[src/hw/rtl/btam_pkg.sv]
// ----------------------------------------------------------------------------
// btam_pkg
// Shared types, constants and helpers of the tile address mapper.
// ----------------------------------------------------------------------------
package btam_pkg;

  localparam int MaxDim  = 4096;
  localparam int MaxGrid = 64;
  localparam int MaxBpp  = 4;

  localparam int DimW   = 13;
  localparam int GridW  = 7;
  localparam int BppW   = 3;
  localparam int BytesW = 15;
  localparam int CfgDataW = 13;
  localparam int CfgIdxW  = 3;

  localparam int QueueDepth = 2;

  localparam logic [CfgIdxW-1:0] CfgImageWidth   = 3'd0;
  localparam logic [CfgIdxW-1:0] CfgImageHeight  = 3'd1;
  localparam logic [CfgIdxW-1:0] CfgBytesPerPix  = 3'd2;
  localparam logic [CfgIdxW-1:0] CfgGridRows     = 3'd3;
  localparam logic [CfgIdxW-1:0] CfgGridCols     = 3'd4;

  localparam logic [1:0] StatusOk      = 2'd0;
  localparam logic [1:0] StatusOutside = 2'd1;
  localparam logic [1:0] StatusInvalid = 2'd2;

  typedef struct packed {
    logic              ok;
    logic [GridW-1:0]  rows;
    logic [GridW-1:0]  cols;
    logic [DimW-1:0]   base_w;
    logic [DimW-1:0]   base_h;
    logic [DimW-1:0]   last_w;
    logic [DimW-1:0]   last_h;
    logic [BytesW-1:0] base_wb;
    logic [BytesW-1:0] last_wb;
    logic [BytesW-1:0] base_rb;
    logic [BytesW-1:0] last_rb;
    logic [BytesW-1:0] stride;
  } geom_t;

  typedef struct packed {
    logic              ok;
    logic              outside;
    logic              pad;
    logic [13:0]       row_idx;
    logic [BytesW-1:0] col_off;
    logic [13:0]       out_byte;
    logic [DimW-1:0]   tile_w;
    logic [DimW-1:0]   tile_h;
    logic [BytesW-1:0] row_bytes;
    logic [DimW-1:0]   tile_num;
  } entry_t;

  function automatic logic [BytesW-1:0] pad_row(input logic [15:0] bytes);
    logic [15:0] sum;
    sum = bytes + 16'd3;
    return {sum[BytesW-1:2], 2'b00};
  endfunction

endpackage

[src/hw/rtl/btam_cfg.sv]
// ----------------------------------------------------------------------------
// btam_cfg
// Configuration registers and derived tile geometry, worked out after each
// write by a shared restoring divider.
// ----------------------------------------------------------------------------
module btam_cfg (
  input  logic                          clk_i,
  input  logic                          rst_ni,
  input  logic                          cfg_valid_i,
  input  logic [btam_pkg::CfgIdxW-1:0]  cfg_index_i,
  input  logic [btam_pkg::CfgDataW-1:0] cfg_data_i,
  output logic                          geom_ready_o,
  output btam_pkg::geom_t               geom_o
);
  import btam_pkg::*;

  localparam logic [2:0] ST_IDLE   = 3'd0;
  localparam logic [2:0] ST_LOAD_W = 3'd1;
  localparam logic [2:0] ST_DIV_W  = 3'd2;
  localparam logic [2:0] ST_LOAD_H = 3'd3;
  localparam logic [2:0] ST_DIV_H  = 3'd4;
  localparam logic [2:0] ST_MUL    = 3'd5;

  localparam logic [3:0] DivLast = 4'(DimW - 1);

  logic [2:0]       state_q, state_d;
  logic [3:0]       cnt_q, cnt_d;
  logic [DimW-1:0]  width_q, height_q;
  logic [BppW-1:0]  bpp_q;
  logic [GridW-1:0] rows_q, cols_q;

  logic [DimW-1:0]  dvd_q;
  logic [GridW-1:0] rem_q;
  logic [DimW-1:0]  base_w_q, base_h_q;
  logic [GridW-1:0] rem_w_q, rem_h_q;
  geom_t            geom_q;

  logic [GridW-1:0] div_sel;
  logic [GridW:0]   rem_sh;
  logic             take;
  logic [GridW-1:0] rem_nx;
  logic [DimW-1:0]  dvd_nx;
  logic [DimW-1:0]  last_w, last_h;
  logic [15:0]      base_wb, last_wb, img_b;
  logic             cfg_ok;

  always_comb begin
    div_sel = (state_q == ST_DIV_H) ? rows_q : cols_q;
    rem_sh  = {rem_q, dvd_q[DimW-1]};
    take    = rem_sh >= {1'b0, div_sel};
    rem_nx  = take ? GridW'(rem_sh - {1'b0, div_sel}) : rem_sh[GridW-1:0];
    dvd_nx  = {dvd_q[DimW-2:0], take};
  end

  always_comb begin
    last_w  = base_w_q + DimW'(rem_w_q);
    last_h  = base_h_q + DimW'(rem_h_q);
    base_wb = 16'(base_w_q) * 16'(bpp_q);
    last_wb = 16'(last_w) * 16'(bpp_q);
    img_b   = 16'(width_q) * 16'(bpp_q);
    cfg_ok  = (width_q >= DimW'(1)) && (width_q <= DimW'(MaxDim))
           && (height_q >= DimW'(1)) && (height_q <= DimW'(MaxDim))
           && (bpp_q >= BppW'(1)) && (bpp_q <= BppW'(MaxBpp))
           && (rows_q >= GridW'(1)) && (rows_q <= GridW'(MaxGrid))
           && (cols_q >= GridW'(1)) && (cols_q <= GridW'(MaxGrid))
           && (DimW'(rows_q) <= height_q) && (DimW'(cols_q) <= width_q);
  end

  always_comb begin
    state_d = state_q;
    cnt_d   = cnt_q;
    unique case (state_q)
      ST_IDLE: begin
        state_d = ST_IDLE;
      end
      ST_LOAD_W: begin
        state_d = ST_DIV_W;
        cnt_d   = '0;
      end
      ST_DIV_W: begin
        cnt_d = cnt_q + 4'd1;
        if (cnt_q == DivLast) begin
          state_d = ST_LOAD_H;
        end
      end
      ST_LOAD_H: begin
        state_d = ST_DIV_H;
        cnt_d   = '0;
      end
      ST_DIV_H: begin
        cnt_d = cnt_q + 4'd1;
        if (cnt_q == DivLast) begin
          state_d = ST_MUL;
        end
      end
      ST_MUL: begin
        state_d = ST_IDLE;
      end
      default: begin
        state_d = ST_LOAD_W;
      end
    endcase
    if (cfg_valid_i) begin
      state_d = ST_LOAD_W;
    end
  end

  always_ff @(posedge clk_i or negedge rst_ni) begin
    if (!rst_ni) begin
      state_q  <= ST_LOAD_W;
      cnt_q    <= '0;
      width_q  <= DimW'(1);
      height_q <= DimW'(1);
      bpp_q    <= BppW'(3);
      rows_q   <= GridW'(1);
      cols_q   <= GridW'(1);
    end else begin
      state_q <= state_d;
      cnt_q   <= cnt_d;
      if (cfg_valid_i) begin
        unique case (cfg_index_i)
          CfgImageWidth:  width_q  <= cfg_data_i[DimW-1:0];
          CfgImageHeight: height_q <= cfg_data_i[DimW-1:0];
          CfgBytesPerPix: bpp_q    <= cfg_data_i[BppW-1:0];
          CfgGridRows:    rows_q   <= cfg_data_i[GridW-1:0];
          CfgGridCols:    cols_q   <= cfg_data_i[GridW-1:0];
          default: begin
          end
        endcase
      end
    end
  end

  always_ff @(posedge clk_i) begin
    case (state_q)
      ST_LOAD_W: begin
        dvd_q <= width_q;
        rem_q <= '0;
      end
      ST_LOAD_H: begin
        dvd_q <= height_q;
        rem_q <= '0;
      end
      ST_DIV_W: begin
        dvd_q <= dvd_nx;
        rem_q <= rem_nx;
        if (cnt_q == DivLast) begin
          base_w_q <= dvd_nx;
          rem_w_q  <= rem_nx;
        end
      end
      ST_DIV_H: begin
        dvd_q <= dvd_nx;
        rem_q <= rem_nx;
        if (cnt_q == DivLast) begin
          base_h_q <= dvd_nx;
          rem_h_q  <= rem_nx;
        end
      end
      ST_MUL: begin
        geom_q.ok      <= cfg_ok;
        geom_q.rows    <= rows_q;
        geom_q.cols    <= cols_q;
        geom_q.base_w  <= base_w_q;
        geom_q.base_h  <= base_h_q;
        geom_q.last_w  <= last_w;
        geom_q.last_h  <= last_h;
        geom_q.base_wb <= base_wb[BytesW-1:0];
        geom_q.last_wb <= last_wb[BytesW-1:0];
        geom_q.base_rb <= pad_row(base_wb);
        geom_q.last_rb <= pad_row(last_wb);
        geom_q.stride  <= pad_row(img_b);
      end
      default: begin
      end
    endcase
  end

  assign geom_ready_o = (state_q == ST_IDLE);
  assign geom_o       = geom_q;

endmodule

[src/hw/rtl/btam_front.sv]
// ----------------------------------------------------------------------------
// btam_front
// Classifies a request: tile index check, tile geometry selection, position
// flags and the narrow row, column and tile number products.
// ----------------------------------------------------------------------------
module btam_front (
  input  logic                   push_i,
  input  logic [5:0]             tile_row_i,
  input  logic [5:0]             tile_col_i,
  input  logic [11:0]            out_row_i,
  input  logic [13:0]            out_byte_i,
  input  btam_pkg::geom_t        geom_i,
  output logic                   push_o,
  output btam_pkg::entry_t       entry_o
);
  import btam_pkg::*;

  logic [GridW-1:0]  tr, tc;
  logic              last_r, last_c;
  logic [DimW-1:0]   tw, th;
  logic [BytesW-1:0] db, rb;
  logic [18:0]       row_prod;
  logic [20:0]       col_prod;

  always_comb begin
    tr       = GridW'(tile_row_i);
    tc       = GridW'(tile_col_i);
    last_r   = tr == (geom_i.rows - GridW'(1));
    last_c   = tc == (geom_i.cols - GridW'(1));
    tw       = last_c ? geom_i.last_w : geom_i.base_w;
    th       = last_r ? geom_i.last_h : geom_i.base_h;
    db       = last_c ? geom_i.last_wb : geom_i.base_wb;
    rb       = last_c ? geom_i.last_rb : geom_i.base_rb;
    row_prod = 19'(tile_row_i) * 19'(geom_i.base_h);
    col_prod = 21'(tile_col_i) * 21'(geom_i.base_wb);

    entry_o.ok        = geom_i.ok && (tr < geom_i.rows) && (tc < geom_i.cols);
    entry_o.outside   = (DimW'(out_row_i) >= th) || (BytesW'(out_byte_i) >= rb);
    entry_o.pad       = BytesW'(out_byte_i) >= db;
    entry_o.row_idx   = {1'b0, row_prod[DimW-1:0]} + 14'(out_row_i);
    entry_o.col_off   = col_prod[BytesW-1:0];
    entry_o.out_byte  = out_byte_i;
    entry_o.tile_w    = tw;
    entry_o.tile_h    = th;
    entry_o.row_bytes = rb;
    entry_o.tile_num  = DimW'(tile_row_i) * DimW'(geom_i.cols)
                      + DimW'(tile_col_i) + DimW'(1);
  end

  assign push_o = push_i;

endmodule

[src/hw/rtl/btam_fifo.sv]
// ----------------------------------------------------------------------------
// btam_fifo
// Short queue of classified requests between the front and the back end.
// ----------------------------------------------------------------------------
module btam_fifo (
  input  logic              clk_i,
  input  logic              rst_ni,
  input  logic              push_i,
  input  btam_pkg::entry_t  entry_i,
  input  logic              pop_i,
  output logic              full_o,
  output logic              empty_o,
  output btam_pkg::entry_t  entry_o
);
  import btam_pkg::*;

  localparam int PtrW = (QueueDepth > 1) ? $clog2(QueueDepth) : 1;
  localparam int CntW = $clog2(QueueDepth + 1);

  entry_t            mem_q [QueueDepth];
  logic [PtrW-1:0]   wr_q, wr_d, rd_q, rd_d;
  logic [CntW-1:0]   cnt_q, cnt_d;
  logic              do_push, do_pop;

  always_comb begin
    do_push = push_i && !full_o;
    do_pop  = pop_i && !empty_o;
    wr_d    = wr_q;
    rd_d    = rd_q;
    if (do_push) begin
      wr_d = (wr_q == PtrW'(QueueDepth - 1)) ? '0 : wr_q + PtrW'(1);
    end
    if (do_pop) begin
      rd_d = (rd_q == PtrW'(QueueDepth - 1)) ? '0 : rd_q + PtrW'(1);
    end
    cnt_d = cnt_q + CntW'(do_push) - CntW'(do_pop);
  end

  always_ff @(posedge clk_i or negedge rst_ni) begin
    if (!rst_ni) begin
      wr_q  <= '0;
      rd_q  <= '0;
      cnt_q <= '0;
    end else begin
      wr_q  <= wr_d;
      rd_q  <= rd_d;
      cnt_q <= cnt_d;
    end
  end

  always_ff @(posedge clk_i) begin
    if (do_push) begin
      mem_q[wr_q] <= entry_i;
    end
  end

  assign full_o  = cnt_q == CntW'(QueueDepth);
  assign empty_o = cnt_q == '0;
  assign entry_o = mem_q[rd_q];

endmodule

[src/hw/rtl/btam_back.sv]
// ----------------------------------------------------------------------------
// btam_back
// Two-stage back end: source row and tile area products, then the final
// offset sum, status and result register.
// ----------------------------------------------------------------------------
module btam_back (
  input  logic                          clk_i,
  input  logic                          rst_ni,
  input  logic                          valid_i,
  input  btam_pkg::entry_t              entry_i,
  input  logic [btam_pkg::BytesW-1:0]   stride_i,
  output logic                          res_valid_o,
  output logic                          is_pad_o,
  output logic [25:0]                   src_offset_o,
  output logic [btam_pkg::DimW-1:0]     tile_width_o,
  output logic [btam_pkg::DimW-1:0]     tile_height_o,
  output logic [btam_pkg::BytesW-1:0]   tile_row_bytes_o,
  output logic [24:0]                   tile_pixels_o,
  output logic [btam_pkg::DimW-1:0]     tile_number_o,
  output logic [1:0]                    status_o
);
  import btam_pkg::*;

  logic        s1_valid_q, s2_valid_q;
  entry_t      s1_q;
  logic [25:0] s1_src_row_q;
  logic [24:0] s1_pix_q;

  logic        s2_pad_q;
  logic [25:0] s2_src_q;
  logic [DimW-1:0]   s2_tw_q, s2_th_q, s2_num_q;
  logic [BytesW-1:0] s2_rb_q;
  logic [24:0] s2_pix_q;
  logic [1:0]  s2_status_q;

  logic        hit;
  logic [25:0] src_sum;
  logic [1:0]  status_d;

  always_comb begin
    hit     = s1_q.ok && !s1_q.outside && !s1_q.pad;
    src_sum = s1_src_row_q + 26'(s1_q.col_off) + 26'(s1_q.out_byte);
    if (!s1_q.ok) begin
      status_d = StatusInvalid;
    end else if (s1_q.outside) begin
      status_d = StatusOutside;
    end else begin
      status_d = StatusOk;
    end
  end

  always_ff @(posedge clk_i or negedge rst_ni) begin
    if (!rst_ni) begin
      s1_valid_q <= 1'b0;
      s2_valid_q <= 1'b0;
    end else begin
      s1_valid_q <= valid_i;
      s2_valid_q <= s1_valid_q;
    end
  end

  always_ff @(posedge clk_i) begin
    if (valid_i) begin
      s1_q         <= entry_i;
      s1_src_row_q <= 26'(entry_i.row_idx) * 26'(stride_i);
      s1_pix_q     <= 25'(entry_i.tile_w) * 25'(entry_i.tile_h);
    end
    if (s1_valid_q) begin
      s2_pad_q    <= s1_q.ok && !s1_q.outside && s1_q.pad;
      s2_src_q    <= hit ? src_sum : '0;
      s2_tw_q     <= s1_q.ok ? s1_q.tile_w : '0;
      s2_th_q     <= s1_q.ok ? s1_q.tile_h : '0;
      s2_rb_q     <= s1_q.ok ? s1_q.row_bytes : '0;
      s2_pix_q    <= s1_q.ok ? s1_pix_q : '0;
      s2_num_q    <= s1_q.ok ? s1_q.tile_num : '0;
      s2_status_q <= status_d;
    end
  end

  assign res_valid_o      = s2_valid_q;
  assign is_pad_o         = s2_pad_q;
  assign src_offset_o     = s2_src_q;
  assign tile_width_o     = s2_tw_q;
  assign tile_height_o    = s2_th_q;
  assign tile_row_bytes_o = s2_rb_q;
  assign tile_pixels_o    = s2_pix_q;
  assign tile_number_o    = s2_num_q;
  assign status_o         = s2_status_q;

endmodule

[src/hw/rtl/bmp_tile_address_mapper_unit.sv]
// ----------------------------------------------------------------------------
// bmp_tile_address_mapper_unit
// Maps a byte position of a tile to its byte in the padded source raster.
// ----------------------------------------------------------------------------
// One request is taken per clock while busy is low; each result passes the
// queue and the registered back end, then appears on the result ports for
// one cycle with res_valid_o high, in request order, and the receiver cannot
// stall it. After reset and after every configuration write the block holds
// busy high while a shared serial divider (one quotient bit per cycle, 13
// bits for the width split, then 13 for the height split, after a load step
// for each, then a final product step) derives the tile geometry.
// ----------------------------------------------------------------------------
module bmp_tile_address_mapper_unit (
  input  logic                          clk_i,
  input  logic                          rst_ni,
  input  logic                          start,
  output logic                          busy,
  input  logic [5:0]                    tile_row_i,
  input  logic [5:0]                    tile_col_i,
  input  logic [11:0]                   out_row_i,
  input  logic [13:0]                   out_byte_i,
  input  logic                          cfg_valid_i,
  output logic                          cfg_ready_o,
  input  logic [btam_pkg::CfgIdxW-1:0]  cfg_index_i,
  input  logic [btam_pkg::CfgDataW-1:0] cfg_data_i,
  output logic                          res_valid_o,
  output logic                          is_pad_o,
  output logic [25:0]                   src_offset_o,
  output logic [12:0]                   tile_width_o,
  output logic [12:0]                   tile_height_o,
  output logic [14:0]                   tile_row_bytes_o,
  output logic [24:0]                   tile_pixels_o,
  output logic [12:0]                   tile_number_o,
  output logic [1:0]                    status_o
);
  import btam_pkg::*;

  geom_t  geom;
  logic   geom_ready;
  logic   accept, push;
  entry_t front_entry, head_entry;
  logic   q_full, q_empty;

  assign cfg_ready_o = 1'b1;
  assign busy        = !geom_ready || q_full;
  assign accept      = start && !busy;

  btam_cfg u_cfg (
    .clk_i        (clk_i),
    .rst_ni       (rst_ni),
    .cfg_valid_i  (cfg_valid_i && cfg_ready_o),
    .cfg_index_i  (cfg_index_i),
    .cfg_data_i   (cfg_data_i),
    .geom_ready_o (geom_ready),
    .geom_o       (geom)
  );

  btam_front u_front (
    .push_i     (accept),
    .tile_row_i (tile_row_i),
    .tile_col_i (tile_col_i),
    .out_row_i  (out_row_i),
    .out_byte_i (out_byte_i),
    .geom_i     (geom),
    .push_o     (push),
    .entry_o    (front_entry)
  );

  btam_fifo u_fifo (
    .clk_i   (clk_i),
    .rst_ni  (rst_ni),
    .push_i  (push),
    .entry_i (front_entry),
    .pop_i   (!q_empty),
    .full_o  (q_full),
    .empty_o (q_empty),
    .entry_o (head_entry)
  );

  btam_back u_back (
    .clk_i            (clk_i),
    .rst_ni           (rst_ni),
    .valid_i          (!q_empty),
    .entry_i          (head_entry),
    .stride_i         (geom.stride),
    .res_valid_o      (res_valid_o),
    .is_pad_o         (is_pad_o),
    .src_offset_o     (src_offset_o),
    .tile_width_o     (tile_width_o),
    .tile_height_o    (tile_height_o),
    .tile_row_bytes_o (tile_row_bytes_o),
    .tile_pixels_o    (tile_pixels_o),
    .tile_number_o    (tile_number_o),
    .status_o         (status_o)
  );

endmodule

[config.mk]
export PLATFORM = sky130hd
export DESIGN_NAME = bmp_tile_address_mapper_unit
export DESIGN_NICKNAME = d
export VERILOG_FILES = /design/src/hw/rtl/btam_pkg.sv /design/src/hw/rtl/btam_cfg.sv /design/src/hw/rtl/btam_front.sv /design/src/hw/rtl/btam_fifo.sv /design/src/hw/rtl/btam_back.sv /design/src/hw/rtl/bmp_tile_address_mapper_unit.sv
export SDC_FILE = /design/constraint.sdc
export NUM_CORES = 2
export LEC_CHECK = 0
export CAP_MARGIN = 15
export CORE_ASPECT_RATIO = 0.75
export CORE_MARGIN = 2
export CORE_UTILIZATION = 47
export DETAILED_ROUTE_END_ITERATION = 8
export DONT_BUFFER_PORTS = 1
export PLACE_DENSITY = 0.67
export SKIP_CTS_REPAIR_TIMING = 1
export SLEW_MARGIN = 15
export SYNTH_ARGS = -nofsm -noshare
export SYNTH_HDL_FRONTEND = slang
export SYNTH_SLANG_ARGS = --single-unit
[constraint.sdc]
create_clock -name clk_i -period 13.7 [get_ports clk_i]
set_input_delay 2.055 -clock clk_i [delete_from_list [all_inputs] [get_ports clk_i]]
set_output_delay 2.055 -clock clk_i [all_outputs]
set_load 0.02 [all_outputs]
== Word level (Yosys, flattened, before mapping) ==
Memories as Yosys holds them, arrays and structs flattened.
Cells that the tools add are included.

* Add/sub/neg operators: 18
* Multiply operators: 8
* Magnitude comparators: 18
* Eq/ne operators: 15
* Muxes and demuxes: 18
* Reductions and logical operators: 42

{| class="wikitable"
|+ Operators with widths
! kind !! number
|-
| $add A15 B2 Y15 const B || 3
|-
| $mul A13 B3 Y15 || 3
|-
| $pmux W13 S3 || 1
|-
| $ge A14 B15 Y1 || 2
|-
| $mux W15 || 2
|-
| $add A13 B7 Y13 || 2
|-
| $add A26 B14 Y26 || 1
|-
| $add A26 B15 Y26 || 1
|-
| $ge A13 B1 Y1 const B || 2
|-
| $le A13 B13 Y1 const B || 2
|-
| $le A7 B13 Y1 || 2
|-
| $mux W13 || 2
|-
| $mul A13 B13 Y25 || 1
|-
| $mul A14 B13 Y24 || 1
|-
| $logic_and A1 B1 Y1 || 18
|-
| $reduce_and A2 Y1 || 8
|-
| $mul A6 B15 Y15 || 1
|-
| $pmux W3 S5 || 1
|-
| $add A13 B12 Y14 || 1
|-
| $eq A6 B7 Y1 || 2
|-
| $ge A7 B1 Y1 const B || 2
|-
| $le A7 B7 Y1 const B || 2
|-
| $lt A6 B7 Y1 || 2
|-
| $mux W7 || 2
|-
| other kinds (32) || 55
|}

* Bits in registers: 495
* Memory bits (writable): 200
* Input bits: 58
* Output and inout port bits: 111
* Logic and storage cells: 169
* Memories kept: 1

{| class="wikitable"
|+ Memories
! name !! words !! bits a word !! rd ports !! clocked after memory_dff !! wr ports !! RTL line !! text
|-
| u_fifo.mem_q || 2 || 100 || 1 || 0 || 1 || btam_fifo.sv:20 || <nowiki>entry_t mem_q [QueueDepth];</nowiki>
|}

== Longest topological paths before layout ==
* Word-level depth: 12
* Gate-level depth with buffers: 25

== By module ==
From an unflattened synthesis, not the netlist that was laid out.

* Cell total of the unflattened synthesis: 4390
* Area, all modules: 50763.7 sq um

{| class="wikitable"
|+ By module, submodules not included
! module !! instances !! cells an instance !! area an instance (sq um) !! seq. area each (sq um)
|-
| btam_back || 1 || 1919 || 21281.7 || 7407.1
|-
| btam_cfg || 1 || 1190 || 13756.9 || 7145.6
|-
| btam_fifo || 1 || 329 || 7863.8 || 6105.9
|-
| btam_front || 1 || 947 || 7831.3 || 0.0
|-
| bmp_tile_address_mapper_unit || 1 || 5 || 30.0 || 0.0
|}

== Least setup slack after synthesis ==
Ideal clock, no wire load.

* Path type: flip-flop to flip-flop
* Start point: reg u_cfg.state_q[0]
* End point: reg u_cfg.geom_q (netlist bit u_cfg.geom_o[100]) (enable)
* Setup time: 0.633 ns
* Arrival time: 6.833 ns
* Slack: 6.234 ns
* Cell stages (with the launch flop): 5
* Clock period less this slack: 7.466 ns
* Cells stage by stage: dfstp_2 clkbuf_1 clkbuf_1 nand2_1 nor2_1

* Cells in the longest elaborated chain, start to end: 1

{| class="wikitable"
|+ RTL lines
! item !! RTL line !! text
|-
| start, declared || btam_cfg.sv:26 || <nowiki>logic [2:0] state_q, state_d;</nowiki>
|-
| start signal, assigned || btam_cfg.sv:118 || <nowiki>state_q <= state_d;</nowiki>
|-
| $eq A3 B3 Y1 || btam_cfg.sv:135 || <nowiki>case (state_q)</nowiki>
|-
| end, declared || btam_cfg.sv:36 || <nowiki>geom_t geom_q;</nowiki>
|}

Every way passes these cells.
A chain may end at the register's enable or synchronous reset.

==> impl_metrics.toml <==
[setup_path]
worstSetupPathType = "flip-flop to flip-flop"
slowest_delay_ns = 0.83
cp_data_arrival_time_ns = 8.21
crit_path_frequent_cell = "fa_1"
cp.required_ns = 14.11
timing.critical_path.max_delay_family = "adder cells"
r2r-start = "u_fifo.rd_q"
endpoint_kind = "flip-flop"
cp_cell_sequence = "buf_4 -> mux2i_1 -> buf_4 -> clkinv_1 -> nand2_1 -> fa_1 -> fa_1 -> inv_1 -> fa_1 -> fa_1 -> inv_1 -> fa_1 -> inv_1 -> ha_1 -> nor2_1 -> nor3b_1 -> or2_2 -> a221oi_1 -> o21bai_1 -> a221o_1 -> a21oi_1 -> xnor2_1"
critical_path.slowest_cell = "buf_4"
critPathMaxFanout = 61
crit_path_start = "u_fifo.rd_q"
worst-path-buf-inv = 6
worst_setup_path_start_kind = "flip-flop"

[floorplan]
die_width_um = 374.2
row_count = 101
fp.coreArea_um2 = 101600
boundaryPins = 169
initial_core_util_pct = 47.55
die_height_um = 281.7
die_area_um2 = 105400

[synthesis]
ys_seq_area_share_pct = 42.14
synth.cell_area_um2 = 48320
syn-mean-instance-area_um2 = 11.38
dominantRegCellSynth = "edfxtp_1"
synth_simple_gate_area_share_pct = 11.31
synthesis.yosys.warnings = 0
synth-compound-area-share_pct = 5.858
cells_after_synthesis = 4246
ys_ff_latch = 687
synth_async_sr_flop_share_pct = 8.151
netlist_cell_types = 80
synth_top_family_by_area = "adder cells"
synth_xor_xnor_area_share_pct = 4.058
synth.mux.area_fraction_pct = 4.387
synth_enable_flop_cells = 631
synth_adder_area_share_pct = 26.06

[cells_and_area]
nets = 5058
drive_gt1_share_pct = 7.472
area_delta_synth_final_pct = 8.331
antenna_cells = 0

[clock_tree]
cts.sink_count = 687
cts_root_buf = "clkbuf_16"
cts_made_buffers = 76
cts_htree_levels = 3
cts-root-to-sink-buffers = 3
clock_insertion_delay_worst_skew_ns = 0.66
clock_tree_from_tritoncts = "done"
path_clk_slew_ns = 0.06

[route]
drt-wirelength-per-cell_um = 20.20
first_pass_iters = 8
num_vias = 30130
postRouteAntennaNets = 0
vias_per_cell = 5.348
routed_wl_um = 113800
drc_errors = 0
drt_first_iter_violations = 2979

[sta]
final_hold_vio_count = 0
post_layout_min_period_ns = 7.796
setup_violations = 0
worst_margin_slew_ns = 1.178
finalSetupTns_ns = 0
worst_slew_margin_relative_to_its_limit_pct = 19.19
grt_setup_unrepaired = "no"
finalMaxSlewViolations = 0
skew_ns = 0.02379
timing.fmax_mhz = 128.3
min_period_over_period_pct = 56.91

[run_status]
outcome = "complete, no violations"

[global_route]
globalRoute.totalOverflow = 0
grt_pass1_vias = 30060
largest_net_degree_at_the_start_of_global_routing = 78
antenna_found_initial = 6
grt_first_pass_wirelength_um = 177300
grt_util_all_layers_pct = 21.96

[placement]
count_of_input_and_output_buffers = 0
place_hpwl_um = 86880
weighted_congestion_at_the_end_of_routability_driven_global_placement = 0.9257

[job]
cap_viol_max_count = 0

[min_path]
hold_path.class = "flip-flop to flip-flop"
hold_start = "u_cfg.base_h_q[6]"
-- synth_stat cells, drive strengths merged (58+ instances only) --
library cell,count,share of area [%]
a21oi,118,1.2
and2,245,3.2
clkbuf,99,0.77
edfxtp,631,39
fa,402,17
ha,363,9.4
inv,645,5.0
mux2,126,2.9
mux2i,70,1.5
nand2,503,3.9
nor2,212,1.7
o21ai,104,1.1
xnor2,165,3.0
xor2,58,1.1
-- state kept, by name (all words and copies together), names as in the netlist, 13 cells and up --
| name | count |
|---|---|
| u_fifo.mem_q | 196 |
| u_back.tile_number_o | 13 |
| u_cfg.dvd_q | 13 |
| u_back.tile_height_o | 13 |
| u_back.s1_src_row_q | 24 |
| u_cfg.base_h_q | 13 |
| u_back.s1_pix_q | 25 |
| u_back.tile_pixels_o | 25 |
| u_back.src_offset_o | 26 |
| u_back.tile_row_bytes_o | 13 |
| u_cfg.width_q | 13 |
| u_cfg.height_q | 13 |
| u_cfg.geom_o | 136 |
| u_back.s1_q | 84 |
| u_cfg.base_w_q | 13 |
| u_back.tile_width_o | 13 |
-- logic make-up (layout without fill, tap and decap cells) --
family | after synthesis | in the layout
multiplexers | 196 | 196
buffers and inverters | 783 | 832
other | 2 | 3
AO/OA/AOI/OAI | 428 | 428
adder cells (fa/ha/maj) | 765 | 765
XOR/XNOR | 223 | 223
flip-flops | 687 | 687
AND/OR/NAND/NOR | 1162 | 1162
-- per-layer routing --
layer  vias to the layer above  wire length [µm]  GRT usage [%]
li1                      14040                 -              -
met1                     14910             53680          32.79
met2                      1052             47140          31.34
met3                       134             10510          6.435
met4                         2              2481          5.273
met5                         -                 9              0
-- layout make-up --
class / instances / area, µm²
clock buffer: 93 / 2028
sequential: 687 / 20370
timing repair buffer: 32 / 260.3
inverter: 661 / 2481
fill: 8777 / 49260
tap: 1339 / 1675
multi-input combinational: 2777 / 25040
clock inverter: 46 / 491.7
-- metrics by stage --
| step | setup slack [ns] | std cells | hold WS, ns | instance area, µm² | util, % |
|---|---|---|---|---|---|
| global placement | 6.021 | 5495 | 0.4569 | 49770 | 48.99 |
| global route | 5.496 | 5635 | 0.4890 | 52340 | 51.51 |
| CTS | 5.856 | 5634 | 0.4672 | 52290 | 51.47 |
| finish | 5.904 | 5635 | 0.4719 | 52340 | 51.51 |
| floorplan | 6.234 | 4247 | 0.4206 | 48320 | - |
| detailed placement | 5.867 | 5495 | 0.4588 | 49770 | 48.99 |
-- worst paths after layout --
kind | endpoint | slack (ns) | cells past startpoint
max | u_back.s1_pix_q[24] | 5.90 | 22
min | u_cfg.geom_o[107] | 0.47 | 0
max reg2reg | u_back.s1_pix_q[24] | 5.90 | 22
min reg2reg | u_cfg.geom_o[107] | 0.47 | 0
max in group asynchronous | u_cfg.bpp_q[0] | 12.40 | 0
min in group asynchronous | u_fifo.wr_q | 1.09 | 0
-- cell usage in the layout (no fill, tap or decap), drive strengths merged, types with 38 or more instances in the layout --
cell type / instances
xor2: 58
clkbuf: 93
inv: 654
mux2i: 70
clkinv: 42
xnor2: 165
fa: 402
nand2: 503
a21oi: 118
nand3: 38
o21ai: 104
and2: 245
a21o: 48
ha: 363
nor2: 212
edfxtp: 631
dfrtp: 49
mux2: 126
Power is not shown: default switching activity piles up to over one toggle a cycle in this logic, so the estimate is an artifact.
